File: src/rtl/core/bff_pkg.sv
// ----------------------------------------------------------------------------
// bff_pkg
// Types, constants and helpers shared by the bounded frame FIFO.
// ----------------------------------------------------------------------------
package bff_pkg;

	localparam int NUM_SLOTS  = 16;
	localparam int SLOT_BYTES = 256;

	localparam int SLOT_W  = $clog2(NUM_SLOTS);
	localparam int OFF_W   = $clog2(SLOT_BYTES);
	localparam int LEN_W   = OFF_W + 1;
	localparam int CNT_W   = SLOT_W + 1;
	localparam int ADDR_W  = SLOT_W + OFF_W;
	localparam int STORE_DEPTH = NUM_SLOTS * SLOT_BYTES;

	localparam int CFG_FRAMES_W = 5;
	localparam int CFG_BYTES_W  = 9;

	typedef enum logic {
		OP_PUSH = 1'b0,
		OP_POP  = 1'b1
	} op_t;

	typedef enum logic [2:0] {
		ST_ACCEPTED  = 3'd0,
		ST_COMMITTED = 3'd1,
		ST_TOO_LONG  = 3'd2,
		ST_FULL      = 3'd3,
		ST_DISCARDED = 3'd4,
		ST_POPPED    = 3'd5,
		ST_EMPTY     = 3'd6
	} status_t;

	typedef struct packed {
		logic       op;
		logic [7:0] data_byte;
		logic       last_byte;
	} item_t;

	typedef struct packed {
		logic [2:0] status;
		logic [7:0] out_byte;
		logic       end_of_frame;
		logic [8:0] frame_length;
		logic [4:0] frames_held;
		logic       queue_empty;
	} result_t;

	// work handed from the front end to the storage back end
	typedef struct packed {
		logic              wr;
		logic [ADDR_W-1:0] addr;
		logic [7:0]        wdata;
		status_t           status;
		logic              eof;
		logic [LEN_W-1:0]  flen;
		logic [CNT_W-1:0]  frames_held;
	} job_t;

	function automatic logic [SLOT_W-1:0] next_slot(input logic [SLOT_W-1:0] s);
		next_slot = (s == SLOT_W'(NUM_SLOTS - 1)) ? '0 : s + 1'b1;
	endfunction

endpackage

File: src/rtl/core/bff_queue.sv
// ----------------------------------------------------------------------------
// bff_queue
// Two-entry job queue between the front end and the storage back end.
// ----------------------------------------------------------------------------
module bff_queue (
	input  logic           clk,
	input  logic           arst_n,
	input  logic           push,
	input  bff_pkg::job_t  push_job,
	input  logic           pop,
	output bff_pkg::job_t  pop_job,
	output logic           full,
	output logic           empty
);
	import bff_pkg::*;

	job_t       entry_q [2];
	logic       wr_ptr_q, rd_ptr_q;
	logic [1:0] count_q;

	assign full    = (count_q == 2'd2);
	assign empty   = (count_q == 2'd0);
	assign pop_job = entry_q[rd_ptr_q];

	always_ff @(posedge clk or negedge arst_n) begin
		if (!arst_n) begin
			wr_ptr_q <= 1'b0;
			rd_ptr_q <= 1'b0;
			count_q  <= '0;
		end else begin
			if (push) begin
				wr_ptr_q <= ~wr_ptr_q;
			end
			if (pop) begin
				rd_ptr_q <= ~rd_ptr_q;
			end
			case ({push, pop})
				2'b10:   count_q <= count_q + 1'b1;
				2'b01:   count_q <= count_q - 1'b1;
				default: count_q <= count_q;
			endcase
		end
	end

	always_ff @(posedge clk) begin
		if (push) begin
			entry_q[wr_ptr_q] <= push_job;
		end
	end

	a_no_overflow: assert property (@(posedge clk) disable iff (!arst_n)
		push |-> (!full || pop))
		else $error("job queue overflow");

	a_no_underflow: assert property (@(posedge clk) disable iff (!arst_n)
		pop |-> !empty)
		else $error("job queue underflow");

endmodule

File: config.mk
export PLATFORM = sky130hd
export DESIGN_NAME = bff_queue
export DESIGN_NICKNAME = d
export VERILOG_FILES = /design/src/rtl/core/bff_pkg.sv /design/src/rtl/core/bff_queue.sv
export SDC_FILE = /design/constraint.sdc
export NUM_CORES = 1
export LEC_CHECK = 0
export BUFFER_PORTS_ARGS = -buffer_cell sky130_fd_sc_hd__buf_2
export CAP_MARGIN = 10
export CORE_UTILIZATION = 31
export DETAILED_ROUTE_END_ITERATION = 16
export PLACE_DENSITY = 0.55
export SLEW_MARGIN = 15
export SYNTH_ARGS = -nofsm -noshare
export SYNTH_HDL_FRONTEND = slang
export SYNTH_SLANG_ARGS = --single-unit
File: constraint.sdc
create_clock -name clk -period 7.61 [get_ports clk]
set_input_delay 1.522 -clock clk [delete_from_list [all_inputs] [get_ports clk]]
set_output_delay 1.522 -clock clk [all_outputs]
set_load 0.02 [all_outputs]
Word level (Yosys, flattened, before mapping) --
Memory sizes are Yosys's and may differ from the RTL's. Index checks and enable logic that the tools add are counted.
Storage, ports and cells: register bits after elaboration 4, memory bits (writable) 78, input port bits 43, logic and storage cells 16, memories kept 1
Cells by class: add/sub/neg operators 2, eq/ne operators 3, multiplexer cells 3, bitwise operators 2, reduce and logical (&&, ||, !) cells 2
Memories:
- entry_q | depth 2, bits a word 39, rd ports 1, clocked after Yosys merged registers in 0, write ports 1, line bff_queue.sv:17 | job_t entry_q [2];
Operator list (number):
- $eq A2 B2 Y1 const B | 2
- $pmux W2 S2 | 1
- $add A2 B1 Y2 const B | 1
- $eq A2 B1 Y1 const B | 1
- $logic_not A2 Y1 | 1
- $mux W1 | 2
- $not A1 Y1 | 2
- $reduce_bool A2 Y1 | 1
- $sub A2 B1 Y2 const B | 1

Depth between registers and ports, before layout --
depth after elaboration 2, depth in mapped cells 5

Worst setup path after synthesis --
Ideal clock, no wire load.
path kind input -> register, start input push, end memory entry_q[0][0] in the netlist's numbering (enable), setup time 0.436 ns, data arrival time 3.220 ns, path slack 3.954 ns, stages 2, buffers on the path 0, cell sequence inv_1 nor2_1
On the way: cells in the longest elaborated chain, start to end 2
RTL lines:
- start, declared | line bff_queue.sv:8 | input logic push,
- $mux W1 | line bff_queue.sv:46 | if (push) begin
- $mux W1 (not written as such) | line bff_queue.sv:47 | entry_q[wr_ptr_q] <= push_job;
- end, declared | line bff_queue.sv:17
No other way between the ends.

==> impl_metrics.py <==
metrics = {
    "run_status": {
        "status": "complete, no violations",
    },
    "sta": {
        "slew_headroom": 0.338,
        "tns_ns": 0,
        "slew_violations": 0,
        "worstMarginPinSlew_ns": 0.993,
        "max_freq_mhz": 286,
        "finalCritPeriodShare": 0.459,
        "setup_viol": 0,
        "rsz0062_at_grt": "false",
        "fin_skew_ns": 0.00843,
        "hold_viol": 0,
        "fin_crit_ns": 3.49,
    },
    "die": {
        "start_util": 0.323,
        "io_pins": 84,
        "fp.dieW_um": 101,
        "rows": 35,
        "die_y_um": 101,
        "core_sq_um": 9330,
        "die_area_sq_um": 10100,
    },
    "logic_synthesis": {
        "yosysUniqueCellTypes": 11,
        "synth_xor_area_frac": 0.0145,
        "synth_compound_area_frac": 0,
        "synthCells": 137,
        "synth_area_sq_um": 3010,
        "synth_top_area_frac": 0.778,
        "synth_fa_ha_area_frac": 0.00415,
        "synth_top_family_by_area": "multiplexers",
        "netlist_top_cells_area": "edfxtp_1 78%, mux2_2 15%, dfrtp_1 3.3%",
        "synth-seq-area-share": 0.811,
        "synth.avg_cell_area_sq_um": 22.0,
        "yosys_register_bits": 82,
        "synthSimpleGateAreaFrac": 0.00831,
        "yosysWarnings": 0,
        "synthMuxAreaShare": 0.146,
        "synth_fp_nets": 181,
        "synth_area_leader_cell": "edfxtp_1",
    },
    "clock_network": {
        "cts_buffer_depth": 2,
        "cts_resized": 0,
        "worstSkewPairLatency_ns": 0.34,
        "post_cts.repair.setup_buffers": 0,
        "clock-root-buffer": "clkbuf_8",
        "htreeDepth": 3,
        "cts-buffers-inserted": 9,
        "hold_buffers": 0,
        "clk_pin_slew_worst_paths_ns": 0.08,
        "cts_tree": "yes",
        "cts_sinks": 82,
    },
    "setup_path": {
        "cp_slowest_stage_delay_ns": 1.01,
        "cp.arrival_ns": 1.97,
        "path_class": "reg -> out",
        "crit_chain": "mux2_2 -> buf_2",
        "crit_required_ns": 6.09,
        "cp-end-kind": "output pin",
        "r2r_slack_ns": 5.95,
        "crit_fanout": 40,
        "crit_slowest_cell": "dfrtp_2",
        "startpoint_type": "flip-flop",
    },
    "finish": {
        "antenna_cells": 0,
        "drive_above_1_share": 0.609,
        "final_cells": 362,
        "area_growth_pct": 25.7,
        "layout_common_cells": "83 x buf_2, 78 x edfxtp_1, 39 x mux2_2",
        "final_util": 0.406,
        "nNetsFinal": 272,
        "design_area_sq_um": 3790,
        "layout_commonest_cell": "buf_2",
    },
    "global_routing": {
        "overflow": 0,
        "grt_pass1_wl_um": 7800,
        "antenna_found_initial": 0,
        "grt_pass1_vias": 1541,
        "track_usage": 0.107,
        "grt_max_degree": 41,
    },
    "detailed_routing": {
        "drc_errors": 0,
        "via_per_inst": 4.20,
        "drt_first_pass_iters": 4,
        "drtAntennaViolNets": 0,
        "wire_per_inst_um": 14.3,
        "drt_iter0_markers": 43,
        "drt_wl_total_um": 5190,
        "route.vias.total": 1521,
    },
    "power_and_ir_drop": {
        "power.leakage_nw": 1.42,
        "p_total_mw": 1.43,
        "power.density_nw_per_um2": 377,
        "vdd_drop_max_v": 0.000158,
    },
    "min_path": {
        "hold_path_class": "reg -> reg",
    },
    "place": {
        "place_area_sq_um": 3560,
        "routabilityCongestion": 0.661,
        "hpwl_um": 3260,
        "placed_cells": 346,
        "portBuffers": 83,
    },
    "run": {
        "cap_violations": 0,
    },
}
metal layers:
layer | global-route usage | vias up | wire length (um)
met3 | 0.0319 | 9 | 265
met2 | 0.165 | 56 | 2450
li1 | - | 713 | -
met4 | 0.0635 | 0 | 102
met1 | 0.133 | 743 | 2360
met5 | 0 | - | 0
logic make-up after synthesis:
logic type	after synthesis
xor+xnor	5
fa+ha+maj	1
buf+inv	5
flops	82
mux	39
simple gates	5
through the flow:
step,setup slack (ns),hold WS (ns)
after floorplan,3.95,0.456
after global placement,4.45,0.477
after detailed placement,4.46,0.483
after CTS,4.06,0.499
after global routing,3.99,0.538
final,4.12,0.494
worst paths after layout:
check,startpoint,end,cells after the start
max,rd_ptr_q,pop_job[21],2
min,count_q[1],count_q[1],1
max reg2reg,wr_ptr_q,entry_q[1][15],1
min reg2reg,count_q[1],count_q[1],1
max in group asynchronous,arst_n,rd_ptr_q,1
min in group asynchronous,arst_n,count_q[1],1
cell type report:
cell class / count / area [sq um]
clock inverter: 7 / 101
tap: 129 / 161
sequential: 82 / 2440
inverter: 1 / 3.75
timing repair buffer: 84 / 423
clock buffer: 9 / 124
multi-input combinational: 50 / 529
fill: 895 / 5540
where the power goes:
group	switching, mW	internal (mW)
Sequential	0.0676	0.600
Clock	0.161	0.188
Combinational	0.233	0.178
Total	0.461	0.966
sequential cells by signal, summed over array words and instances, names as in the netlist:
register / cells
rd_ptr_q: 1
entry_q: 78
wr_ptr_q: 1
count_q: 2
worst max-delay path, delay by kind of cell (launching register included):
kind / cells / cell delay, ns
buffers and inverters: 1 / 0.16
multiplexers: 1 / 0.44
flip-flops: 1 / 1.01
cell usage after synthesis:
cell and number:
dfrtp_1 4, nor2_1 3, xor2_1 3, buf_6 4
inv_1 1, and2_1 1, and2b_1 1, ha_1 1
xnor2_1 2, edfxtp_1 78, mux2_2 39
(Power assumes the default switching activity.)
