**src/rtl/core/bff_pkg.sv**
```systemverilog
// ----------------------------------------------------------------------------
// bff_pkg
// Types, constants and helpers shared by the bounded frame FIFO.
// ----------------------------------------------------------------------------
package bff_pkg;

	localparam int NUM_SLOTS  = 16;
	localparam int SLOT_BYTES = 256;

	localparam int SLOT_W  = $clog2(NUM_SLOTS);
	localparam int OFF_W   = $clog2(SLOT_BYTES);
	localparam int LEN_W   = OFF_W + 1;
	localparam int CNT_W   = SLOT_W + 1;
	localparam int ADDR_W  = SLOT_W + OFF_W;
	localparam int STORE_DEPTH = NUM_SLOTS * SLOT_BYTES;

	localparam int CFG_FRAMES_W = 5;
	localparam int CFG_BYTES_W  = 9;

	typedef enum logic {
		OP_PUSH = 1'b0,
		OP_POP  = 1'b1
	} op_t;

	typedef enum logic [2:0] {
		ST_ACCEPTED  = 3'd0,
		ST_COMMITTED = 3'd1,
		ST_TOO_LONG  = 3'd2,
		ST_FULL      = 3'd3,
		ST_DISCARDED = 3'd4,
		ST_POPPED    = 3'd5,
		ST_EMPTY     = 3'd6
	} status_t;

	typedef struct packed {
		logic       op;
		logic [7:0] data_byte;
		logic       last_byte;
	} item_t;

	typedef struct packed {
		logic [2:0] status;
		logic [7:0] out_byte;
		logic       end_of_frame;
		logic [8:0] frame_length;
		logic [4:0] frames_held;
		logic       queue_empty;
	} result_t;

	// work handed from the front end to the storage back end
	typedef struct packed {
		logic              wr;
		logic [ADDR_W-1:0] addr;
		logic [7:0]        wdata;
		status_t           status;
		logic              eof;
		logic [LEN_W-1:0]  flen;
		logic [CNT_W-1:0]  frames_held;
	} job_t;

	function automatic logic [SLOT_W-1:0] next_slot(input logic [SLOT_W-1:0] s);
		next_slot = (s == SLOT_W'(NUM_SLOTS - 1)) ? '0 : s + 1'b1;
	endfunction

endpackage

```
**src/rtl/core/bff_front.sv**
```systemverilog
// ----------------------------------------------------------------------------
// bff_front
// Classifies push/pop requests, keeps frame bookkeeping, issues storage jobs.
// ----------------------------------------------------------------------------
module bff_front (
	input  logic                                  clk,
	input  logic                                  arst_n,
	input  logic                                  accept,
	input  bff_pkg::item_t                        item,
	input  logic [bff_pkg::CFG_FRAMES_W-1:0]      max_frames,
	input  logic [bff_pkg::CFG_BYTES_W-1:0]       max_frame_bytes,
	output bff_pkg::job_t                         job
);
	import bff_pkg::*;

	logic [SLOT_W-1:0] head_q, tail_q, head_n, tail_n;
	logic [CNT_W-1:0]  count_q, count_n;
	logic [LEN_W-1:0]  wr_off_q, wr_off_n;
	logic [OFF_W-1:0]  rd_off_q, rd_off_n;
	logic              drop_long_q, drop_long_n;
	logic              drop_full_q, drop_full_n;
	logic [LEN_W-1:0]  len_q [NUM_SLOTS];
	logic              len_we;

	logic [CNT_W-1:0]  lim_frames;
	logic [LEN_W-1:0]  lim_bytes;
	logic              first;
	logic [LEN_W-1:0]  head_len;

	always_comb begin
		lim_frames = (CNT_W'(max_frames) > CNT_W'(NUM_SLOTS)) ? CNT_W'(NUM_SLOTS)
			: CNT_W'(max_frames);
		lim_bytes  = (LEN_W'(max_frame_bytes) > LEN_W'(SLOT_BYTES)) ? LEN_W'(SLOT_BYTES)
			: LEN_W'(max_frame_bytes);
		first      = (wr_off_q == '0) && !drop_long_q && !drop_full_q;
		head_len   = len_q[head_q];

		head_n      = head_q;
		tail_n      = tail_q;
		count_n     = count_q;
		wr_off_n    = wr_off_q;
		rd_off_n    = rd_off_q;
		drop_long_n = drop_long_q;
		drop_full_n = drop_full_q;
		len_we      = 1'b0;

		job.wr     = 1'b0;
		job.addr   = {tail_q, wr_off_q[OFF_W-1:0]};
		job.wdata  = item.data_byte;
		job.status = ST_EMPTY;
		job.eof    = 1'b0;
		job.flen   = '0;

		if (item.op == OP_PUSH) begin
			drop_full_n = drop_full_q | (first && (count_q >= lim_frames));
			if (!drop_full_n && !drop_long_q) begin
				if (wr_off_q >= lim_bytes) begin
					drop_long_n = 1'b1;
				end else begin
					job.wr   = 1'b1;
					wr_off_n = wr_off_q + 1'b1;
				end
			end
			if (!item.last_byte) begin
				job.status = (drop_full_n || drop_long_n) ? ST_DISCARDED : ST_ACCEPTED;
			end else begin
				if (drop_full_n) begin
					job.status = ST_FULL;
				end else if (drop_long_n) begin
					job.status = ST_TOO_LONG;
				end else begin
					len_we     = 1'b1;
					job.flen   = wr_off_n;
					tail_n     = next_slot(tail_q);
					count_n    = count_q + 1'b1;
					job.status = ST_COMMITTED;
				end
				drop_full_n = 1'b0;
				drop_long_n = 1'b0;
				wr_off_n    = '0;
			end
		end else begin
			job.addr = {head_q, rd_off_q};
			if (count_q != '0) begin
				job.status = ST_POPPED;
				job.flen   = head_len;
				if (({1'b0, rd_off_q} + LEN_W'(1)) >= head_len) begin
					job.eof  = 1'b1;
					rd_off_n = '0;
					head_n   = next_slot(head_q);
					count_n  = count_q - 1'b1;
				end else begin
					rd_off_n = rd_off_q + 1'b1;
				end
			end
		end
		job.frames_held = count_n;
	end

	always_ff @(posedge clk or negedge arst_n) begin
		if (!arst_n) begin
			head_q      <= '0;
			tail_q      <= '0;
			count_q     <= '0;
			wr_off_q    <= '0;
			rd_off_q    <= '0;
			drop_long_q <= 1'b0;
			drop_full_q <= 1'b0;
		end else if (accept) begin
			head_q      <= head_n;
			tail_q      <= tail_n;
			count_q     <= count_n;
			wr_off_q    <= wr_off_n;
			rd_off_q    <= rd_off_n;
			drop_long_q <= drop_long_n;
			drop_full_q <= drop_full_n;
		end
	end

	// lengths are undefined until a frame commits into the slot
	always_ff @(posedge clk) begin
		if (accept && len_we) begin
			len_q[tail_q] <= job.flen;
		end
	end

	a_count_bound: assert property (@(posedge clk) disable iff (!arst_n)
		count_q <= CNT_W'(NUM_SLOTS))
		else $error("frame count above slot count");

	a_one_drop_reason: assert property (@(posedge clk) disable iff (!arst_n)
		!(drop_full_q && drop_long_q))
		else $error("two drop reasons at once");

	a_full_stores_nothing: assert property (@(posedge clk) disable iff (!arst_n)
		drop_full_q |-> (wr_off_q == '0))
		else $error("bytes stored for a frame dropped as full");

endmodule

```
**config.mk**
```make
export PLATFORM = sky130hd
export DESIGN_NAME = bff_front
export DESIGN_NICKNAME = d
export VERILOG_FILES = /design/src/rtl/core/bff_pkg.sv /design/src/rtl/core/bff_front.sv
export SDC_FILE = /design/constraint.sdc
export NUM_CORES = 1
export LEC_CHECK = 0
export BUFFER_PORTS_ARGS = -buffer_cell sky130_fd_sc_hd__clkbuf_2
export CORE_MARGIN = 10
export CORE_UTILIZATION = 60
export DETAILED_ROUTE_END_ITERATION = 10
export PLACE_DENSITY = 0.88
export SLEW_MARGIN = 40
export SYNTH_ARGS = -nofsm -noshare
export SYNTH_HDL_FRONTEND = slang
export SYNTH_SLANG_ARGS = --single-unit
```
**constraint.sdc**
```tcl
create_clock -name clk -period 4.6 [get_ports clk]
set_input_delay 0.69 -clock clk [delete_from_list [all_inputs] [get_ports clk]]
set_output_delay 0.69 -clock clk [all_outputs]
set_load 0.02 [all_outputs]
```
======== After elaboration in Yosys (flattened, before gate mapping) ========
Memories as Yosys holds them, arrays and structs flattened.
Cells that the tools add are included.
cells by class
  mux-type cells .......................... 41
  bitwise operators ....................... 4
  reduce and logical (&&, ||, !) cells .... 15
  eq/ne operators ......................... 2
  add/sub/neg operators ................... 7
  magnitude comparators ................... 5
operator list
  operator                                              number
  two-way mux 9 bit                                     8
  two-way mux 5 bit                                     7
  two-way mux 12 bit                                    2
  greater-or-equal comparator 9 bit                     2
  two-way mux 1 bit                                     16
  adder 8 x 1 -> 9 bit, second input constant           1
  adder 9 x 1 -> 9 bit, second input constant           1
  greater-than comparator 9 bit, second input constant  1
  logical NOT 9 bit                                     1
  two-way mux 3 bit                                     3
  adder 4 x 1 -> 4 bit, second input constant           2
  adder 8 x 1 -> 8 bit, second input constant           1
  equality test 4 bit, second input constant            2
  two-way mux 4 bit                                     2
  two-way mux 8 bit                                     1
  adder 5 x 1 -> 5 bit, second input constant           1
  greater-or-equal comparator 5 bit                     1
  greater-than comparator 5 bit, second input constant  1
  logical AND 1 bit                                     5
  AND reduction 5 bit                                   1
  nonzero test 5 bit                                    1
  subtractor 5 x 1 -> 5 bit, second input constant      1
  two-way mux 2 bit                                     2
  AND reduction 4 bit                                   1
  other kinds (6)                                       10
storage, ports and cells
  input port bits ......................... 27
  flip-flop bits (word level) ............. 32
  memories ................................ 1
  bits in writable memories ............... 144
memory list
  memory  words  width  rd ports  clocked after Yosys merged registers in  wr ports  RTL line         text
  len_q   16     9      1         0                                        1         bff_front.sv:22  logic [LEN_W-1:0] len_q [NUM_SLOTS];

======== Longest topological paths before layout ========
Gate-level depths: netlist (run 1).
  depth in word-level cells ............... 16
  depth in mapped cells ................... 13
  depth with buffers taken out ............ 11

======== Least setup slack after synthesis (run 1) ========
No wires, ideal clock.
  path kind ............................... flip-flop to output port
  start ................................... register head_q[0]
  end ..................................... output port job[2] (netlist name)
  data required time ...................... 3910 ps
  path slack .............................. 444 ps
  arrival ................................. 3466 ps
  stages on the path, launching flop included .. 14
  cells stage by stage .................... dfrtp_1 > buf_2 > buf_4 > mux4_2 > mux2_2 > nand2_1 > o21ai_0 > ha_1 > nor2b_1 > o21ai_0 > a21oi_1 > a21oi_1 > a21oi_1 > a21boi_0
RTL lines
  element                   RTL line          text
  start: declaration        bff_front.sv:16   logic [SLOT_W-1:0] head_q, tail_q, head_n, tail_n;
  start signal: assignment  bff_front.sv:110  head_q <= head_n;
  end: declaration          bff_front.sv:12   output bff_pkg::job_t job

==> out/metrics.csv, run 1 <==
metric;value;unit
area leader, netlist;edfxtp_1;
setup ws final;-58.6;ps
CP arrival;3970;ps
area occupied by multi-input gates;3420;um2
Critical path origin;head_q[0];
Die Area;19900;um2
period utilization;1.01;
Layout fillers;916;
Synth area leaders;edfxtp_1, mux4_2, dfrtp_1;
Crit Path Class;flop to primary output;
Final Non-Filler Cells;895;
MaxCap Viol Count;0;
run status;complete, but fails checks;
Avg Cell Area, Syn;13.8;um2
root buf cell;clkbuf_16;
Post-synth EDFFs;144;
LEAKAGE;3.56;nW
DR WL/cell;27.1;um
Initial DRC Count;1124;
Register Area;5130;um2
final hold vios;0;
Cell Int Power;3.05;mW
Port Buffers;49;
R2R Path Start;head_q[0];
synthesized flop and latch total;176;
Sw Share;0.330;
count leader, synth;edfxtp_1;
Via density;7.09;
Comb pwr share;0.254;
DP HPWL;15000;um
total core area;14400;um2
Peak supply drop;374;uV
RR Endpoint;head_q[0];
initial antenna violation count;0;
post-synthesis sequential area ratio;0.583;
Die W;141;um
ys async rst share;0.182;
num ports;66;
r2r worst-path depth;12;
Clock Latency Late Sink;440;ps
routed wire length;24300;um
power density cells;454;nW/um2
Worst-path clk slew;70;ps
first-pass GRT wire length;35600;um
global-route usage over all layers;0.232;
remaining global-route overflow;0;
Via Count;6349;
clk buf depth;2;
Slew headroom;0.363;
Clock Skews;11.9;ps
area share of the largest cell type after synthesis;0.492;
drc violations;0;
Hold/Removal Path Class;input pin to asynchronous set/reset pin;
DP Area;9280;um2
# nets final;758;
CTS tree;done;
gpl congestion;0.915;
Num Clock Sinks;176;
Synth Cell Area;8790;um2
Most used DFF post-synth;edfxtp_1;
Net Switching;1.50;mW
WP data required;3910;ps
Max Fanout on Critical Path;17;
Max Slew Vio Count;0;
Placed Instances;853;
Num CTS Buffers;17;
num rows;44;
Final Setup Violations;1;
Antenna diodes;0;
violations in the final reports;negative setup slack;
cells after synthesis;636;
share of layout cells above drive strength 1;0.277;
# H-tree levels;4;
DIE HEIGHT;141;um
DR pass1 iterations;7;
Post-synth top cells;edfxtp_1, nand2_1, mux4_2;
Finished Cell Area;10000;um2
Final ANT Viol Nets;0;
Clk pwr share;0.305;
WHS;333;ps
sequential share of power;0.440;
Syn Nets;696;
CP endpoint;job[3];
Area Overhead vs Synth;14.2;%
Slew @ Worst Pin;955;ps
nature of the critical path endpoint;primary output;
Worst Setup Start Kind;flop;
post-route minimum period;4660;ps
largest net degree at the start of global routing;37;
Yosys warnings;0;
initial core utilization;0.609;
FMAX;215;MHz
unique cell type count in the Yosys netlist;62;
r2r setup slk;880;ps
vias in the first global route;6116;
[power by group through the flow]
stage / Combinational (mW) / Clock [mW] / Sequential, mW
2_1_floorplan: 0.770 / 0 / 1.94
5_1_grt: 1.23 / 1.45 / 2.01
4_1_cts: 1.05 / 1.39 / 1.99
3_3_place_gp: 0.972 / 0 / 2.01
6_report: 1.16 / 1.39 / 2.01
3_5_place_dp: 1.01 / 0 / 2.02
[worst min-delay path by stage]
stage	startpoint	endpoint	slack, ps	cells past startpoint
after floorplan	arst_n	count_q[0]	390	0
after global placement	drop_long_q	drop_long_q	500	1
after detailed placement	drop_long_q	drop_long_q	510	1
after CTS	arst_n	count_q[0]	370	1
after global routing	arst_n	count_q[0]	360	1
final	arst_n	count_q[0]	330	1
[state kept, by name, indices dropped and copies added (netlist names)]
name and count:
count_q 5, drop_full_q 1, drop_long_q 1, head_q 4, len_q 144, rd_off_q 8
tail_q 4, wr_off_q 9
[metrics by stage]
stage | util | setup TNS (ps) | power, mW | worst slack [ps]
3_3_place_gp | 0.643 | 0 | 2.99 | 499
5_1_grt | 0.696 | -425 | 4.70 | -218
3_5_place_dp | 0.643 | 0 | 3.03 | 326
2_1_floorplan | - | 0 | 2.71 | 444
6_report | 0.696 | -58.6 | 4.56 | -58.6
4_1_cts | 0.683 | 0 | 4.43 | 35.1
[cells by family (layout without fill, tap and decap cells)]
group / count (synthesis) / after routing / share of synthesized area
AOI/OAI and AO/OA: 118 / 118 / 0.0900
xor gates and xnor gates: 18 / 18 / 0.0179
adders and majority gates: 33 / 33 / 0.0470
buffers and inverters: 62 / 137 / 0.0335
DFF: 176 / 176 / 0.583
muxes: 65 / 65 / 0.128
and+or+nand+nor: 164 / 164 / 0.101
[cell type report]
type / count / area share
inverter: 19 / 0.00711
clock buffer: 19 / 0.0431
tap: 184 / 0.0229
sequential: 176 / 0.511
multi-input combinational: 398 / 0.341
timing repair buffer: 86 / 0.0617
clock inverter: 13 / 0.0128
[placed cells by master (no fill, tap or decap), types with 4 or more instances in the layout]
| cell type | n |
|---|---|
| edfxtp_1 | 144 |
| nand2_1 | 54 |
| clkbuf_2 | 47 |
| mux4_2 | 36 |
| ha_1 | 33 |
| dfrtp_1 | 31 |
| nor2_1 | 29 |
| buf_4 | 29 |
| o21ai_0 | 28 |
| mux2_2 | 19 |
| clkbuf_16 | 18 |
| inv_1 | 17 |
| nand3_1 | 16 |
| a21oi_1 | 14 |
| xnor2_1 | 11 |
| mux2i_1 | 10 |
| nor3_1 | 10 |
| and4_1 | 9 |
| nor4_1 | 9 |
| a21oi_2 | 8 |
| xor2_1 | 7 |
| nand4_1 | 7 |
| a31oi_1 | 7 |
| o22ai_1 | 7 |
| o211ai_1 | 7 |
| nand2b_1 | 6 |
| buf_12 | 6 |
| a21o_1 | 5 |
| o311ai_0 | 5 |
| nor2b_1 | 4 |
| nor4b_2 | 4 |
| a211oi_1 | 4 |
| inv_6 | 4 |
[worst max-delay path, cell delays in order, from the launching register on]
cell and delay (ps):
dfrtp_2 420, buf_12 120, clkbuf_16 200, mux4_2 540, mux2i_1 240, nor2_1 90
a21oi_1 290, ha_1 190, nand2_1 80, o21ai_1 340, a21o_1 240, nor2_1 120
o31ai_1 270, o32a_1 200, clkbuf_2 180
[metal layers]
layer	track usage	share of wire	up-vias
li1	-	-	2608
met4	0.105	0.051	0
met1	0.292	0.35	3049
met2	0.376	0.48	555
met5	0	0	-
met3	0.0490	0.12	137
[what timing repair did]
| item | 4_1_cts | 5_1_grt |
|---|---|---|
| pin swaps | 1 | 1 |
| hold buffers | 0 | 0 |
| buffers inserted | 1 | 8 |
| resized for setup | 3 | 14 |
| setup endpoints to repair | 4 | 4 |
| cloned | 0 | 1 |
(Power assumes the default switching activity.)
==> inputs of run 2 (changes only) <==
--- a/config.mk
+++ b/config.mk
@@ -9,6 +9,7 @@
 export CORE_MARGIN = 10
 export CORE_UTILIZATION = 60
 export DETAILED_ROUTE_END_ITERATION = 10
+export MAX_ROUTING_LAYER = met4
 export PLACE_DENSITY = 0.88
 export SLEW_MARGIN = 40
 export SYNTH_ARGS = -nofsm -noshare
==> out/metrics.csv, run 2 (synthesis gave the netlist of run 1 again) <==
metric;value;unit
most frequent cells in the layout;edfxtp_1, nand2_1, clkbuf_2;
vias in the first global route;6005;
MaxCap Viol Count;0;
DR pass1 iterations;5;
Worst-path clk slew;60;ps
CP max-delay cell;mux4_2;
Critical path buffers and inverters;2;
num ports;66;
FMAX;223;MHz
M3 GR Usage;0.0376;
post-route minimum period;4480;ps
gpl congestion;0.918;
area occupied by multi-input gates;3420;um2
Num CTS Buffers;17;
Via density;6.83;
setup ws final;121;ps
most common cell after layout, fill and taps aside;edfxtp_1;
r2r worst-path depth;12;
Final Setup Violations;0;
# H-tree levels;4;
DIE HEIGHT;141;um
remaining global-route overflow;0;
busiest grt layer;met2;
# nets final;758;
setup TNS;0;ps
initial antenna violation count;0;
Max Slew Vio Count;0;
Initial DRC Count;933;
Clock Latency Late Sink;430;ps
global-route usage over all layers;0.234;
Layout fillers;942;
met1 Use GR;0.297;
first-pass GRT wire length;35000;um
Largest stage delay, worst path;540;ps
WHS;247;ps
clk buf depth;2;
run status;completed;
initial core utilization;0.609;
num rows;44;
Clock Skews;9.34;ps
Slew headroom;0.452;
power density cells;443;nW/um2
final hold vios;0;
total power;4.39;mW
Port Buffers;49;
LEAKAGE;3.52;nW
CP Depth;13;
Crit Path Class;flop to primary output;
Max Fanout on Critical Path;21;
Area Overhead vs Synth;12.9;%
crit-path most repeated cell;nor2_1;
DP HPWL;15400;um
GR Util met2;0.373;
root buf cell;clkbuf_16;
WP data required;3910;ps
share of layout cells above drive strength 1;0.272;
CTS Hold Bufs;0;
period utilization;0.974;
worst path cell trace;buf_12 -> mux4_2 -> mux2i_1 -> nor2_1 -> a21oi_1 -> ha_1 -> nand4_1 -> nor2_2 -> a21o_1 -> nor2_1 -> o31ai_1 -> o32a_1 -> clkbuf_2;
Biggest register;len_q;
CP arrival;3790;ps
total core area;14400;um2
Die Area;19900;um2
Num Clock Sinks;176;
delay-heaviest family, CP;compound AO/OA/AOI/OAI gates;
Hold/Removal Path Class;input pin to asynchronous set/reset pin;
Register Area;5130;um2
Die W;141;um
CTS tree;done;
Peak supply drop;425;uV
biggest regs;len_q x144, wr_off_q x9, rd_off_q x8;
max FFs per register;144;
Worst Setup Start Kind;flop;
routed wire length;22900;um
Slew @ Worst Pin;822;ps
drc violations;0;
Antenna diodes;0;
nature of the critical path endpoint;primary output;
largest net degree at the start of global routing;37;
Setup WS pre-CTS;122;ps
Final ANT Viol Nets;0;
DR WL/cell;25.7;um
Via Count;6082;
[run 2: changes by cell type in the layout (fill, tap and decap cells not counted), sizes merged]
| cell | previous run | this run |
|---|---|---|
| clkinv | 6 | 5 |
| clkinvlp | 2 | 4 |
| buf | 38 | 37 |
| inv | 23 | 19 |
[run 2: path summary, 6_finish.rpt]
path	from	endpoint	slack, ps
hold reg to reg	drop_long_q	drop_long_q	530
hold / removal	arst_n	count_q[2]	250
max in group asynchronous	arst_n	head_q[0]	3980
min in group clk	drop_long_q	drop_long_q	530
setup / recovery	head_q[0]	job[3]	120
setup reg to reg	head_q[0]	rd_off_q[0]	1090
[run 2: routing by layer]
metal | share of wire | vias up
met4 | 0.032 | 0
met3 | 0.093 | 76
li1 | - | 2606
met2 | 0.50 | 395
met5 | 0 | -
met1 | 0.37 | 3005
[run 2: final cells by class]
class,count,area share
inverters,19,0.00719
well taps,184,0.0232
multi-input cells,398,0.345
repair buffers,86,0.0555
clock buffers,18,0.0433
flip-flops and latches,176,0.517
clock inverters,10,0.00921
[run 2: per-stage QoR]
step | area (um2) | utilization | std cells
after floorplan | 8790 | - | 636
after global routing | 9920 | 0.688 | 891
final | 9920 | 0.688 | 891
after detailed placement | 9300 | 0.645 | 855
after global placement | 9290 | 0.644 | 855
after CTS | 9860 | 0.683 | 886
[run 2: what timing repair did]
| item | 4_1_cts | 5_1_grt |
|---|---|---|
| buffers inserted | 3 | 5 |
| endpoints found under the setup margin | 6 | 5 |
| resized for setup | 6 | 7 |
| pin swaps | 1 | 2 |
[run 2: power breakdown]
group	total, mW	internal [mW]	switching (mW)
sequential	2.01	1.84	0.172
clock	1.31	0.730	0.580
combinational	1.08	0.432	0.645
total	4.39	3.00	1.40
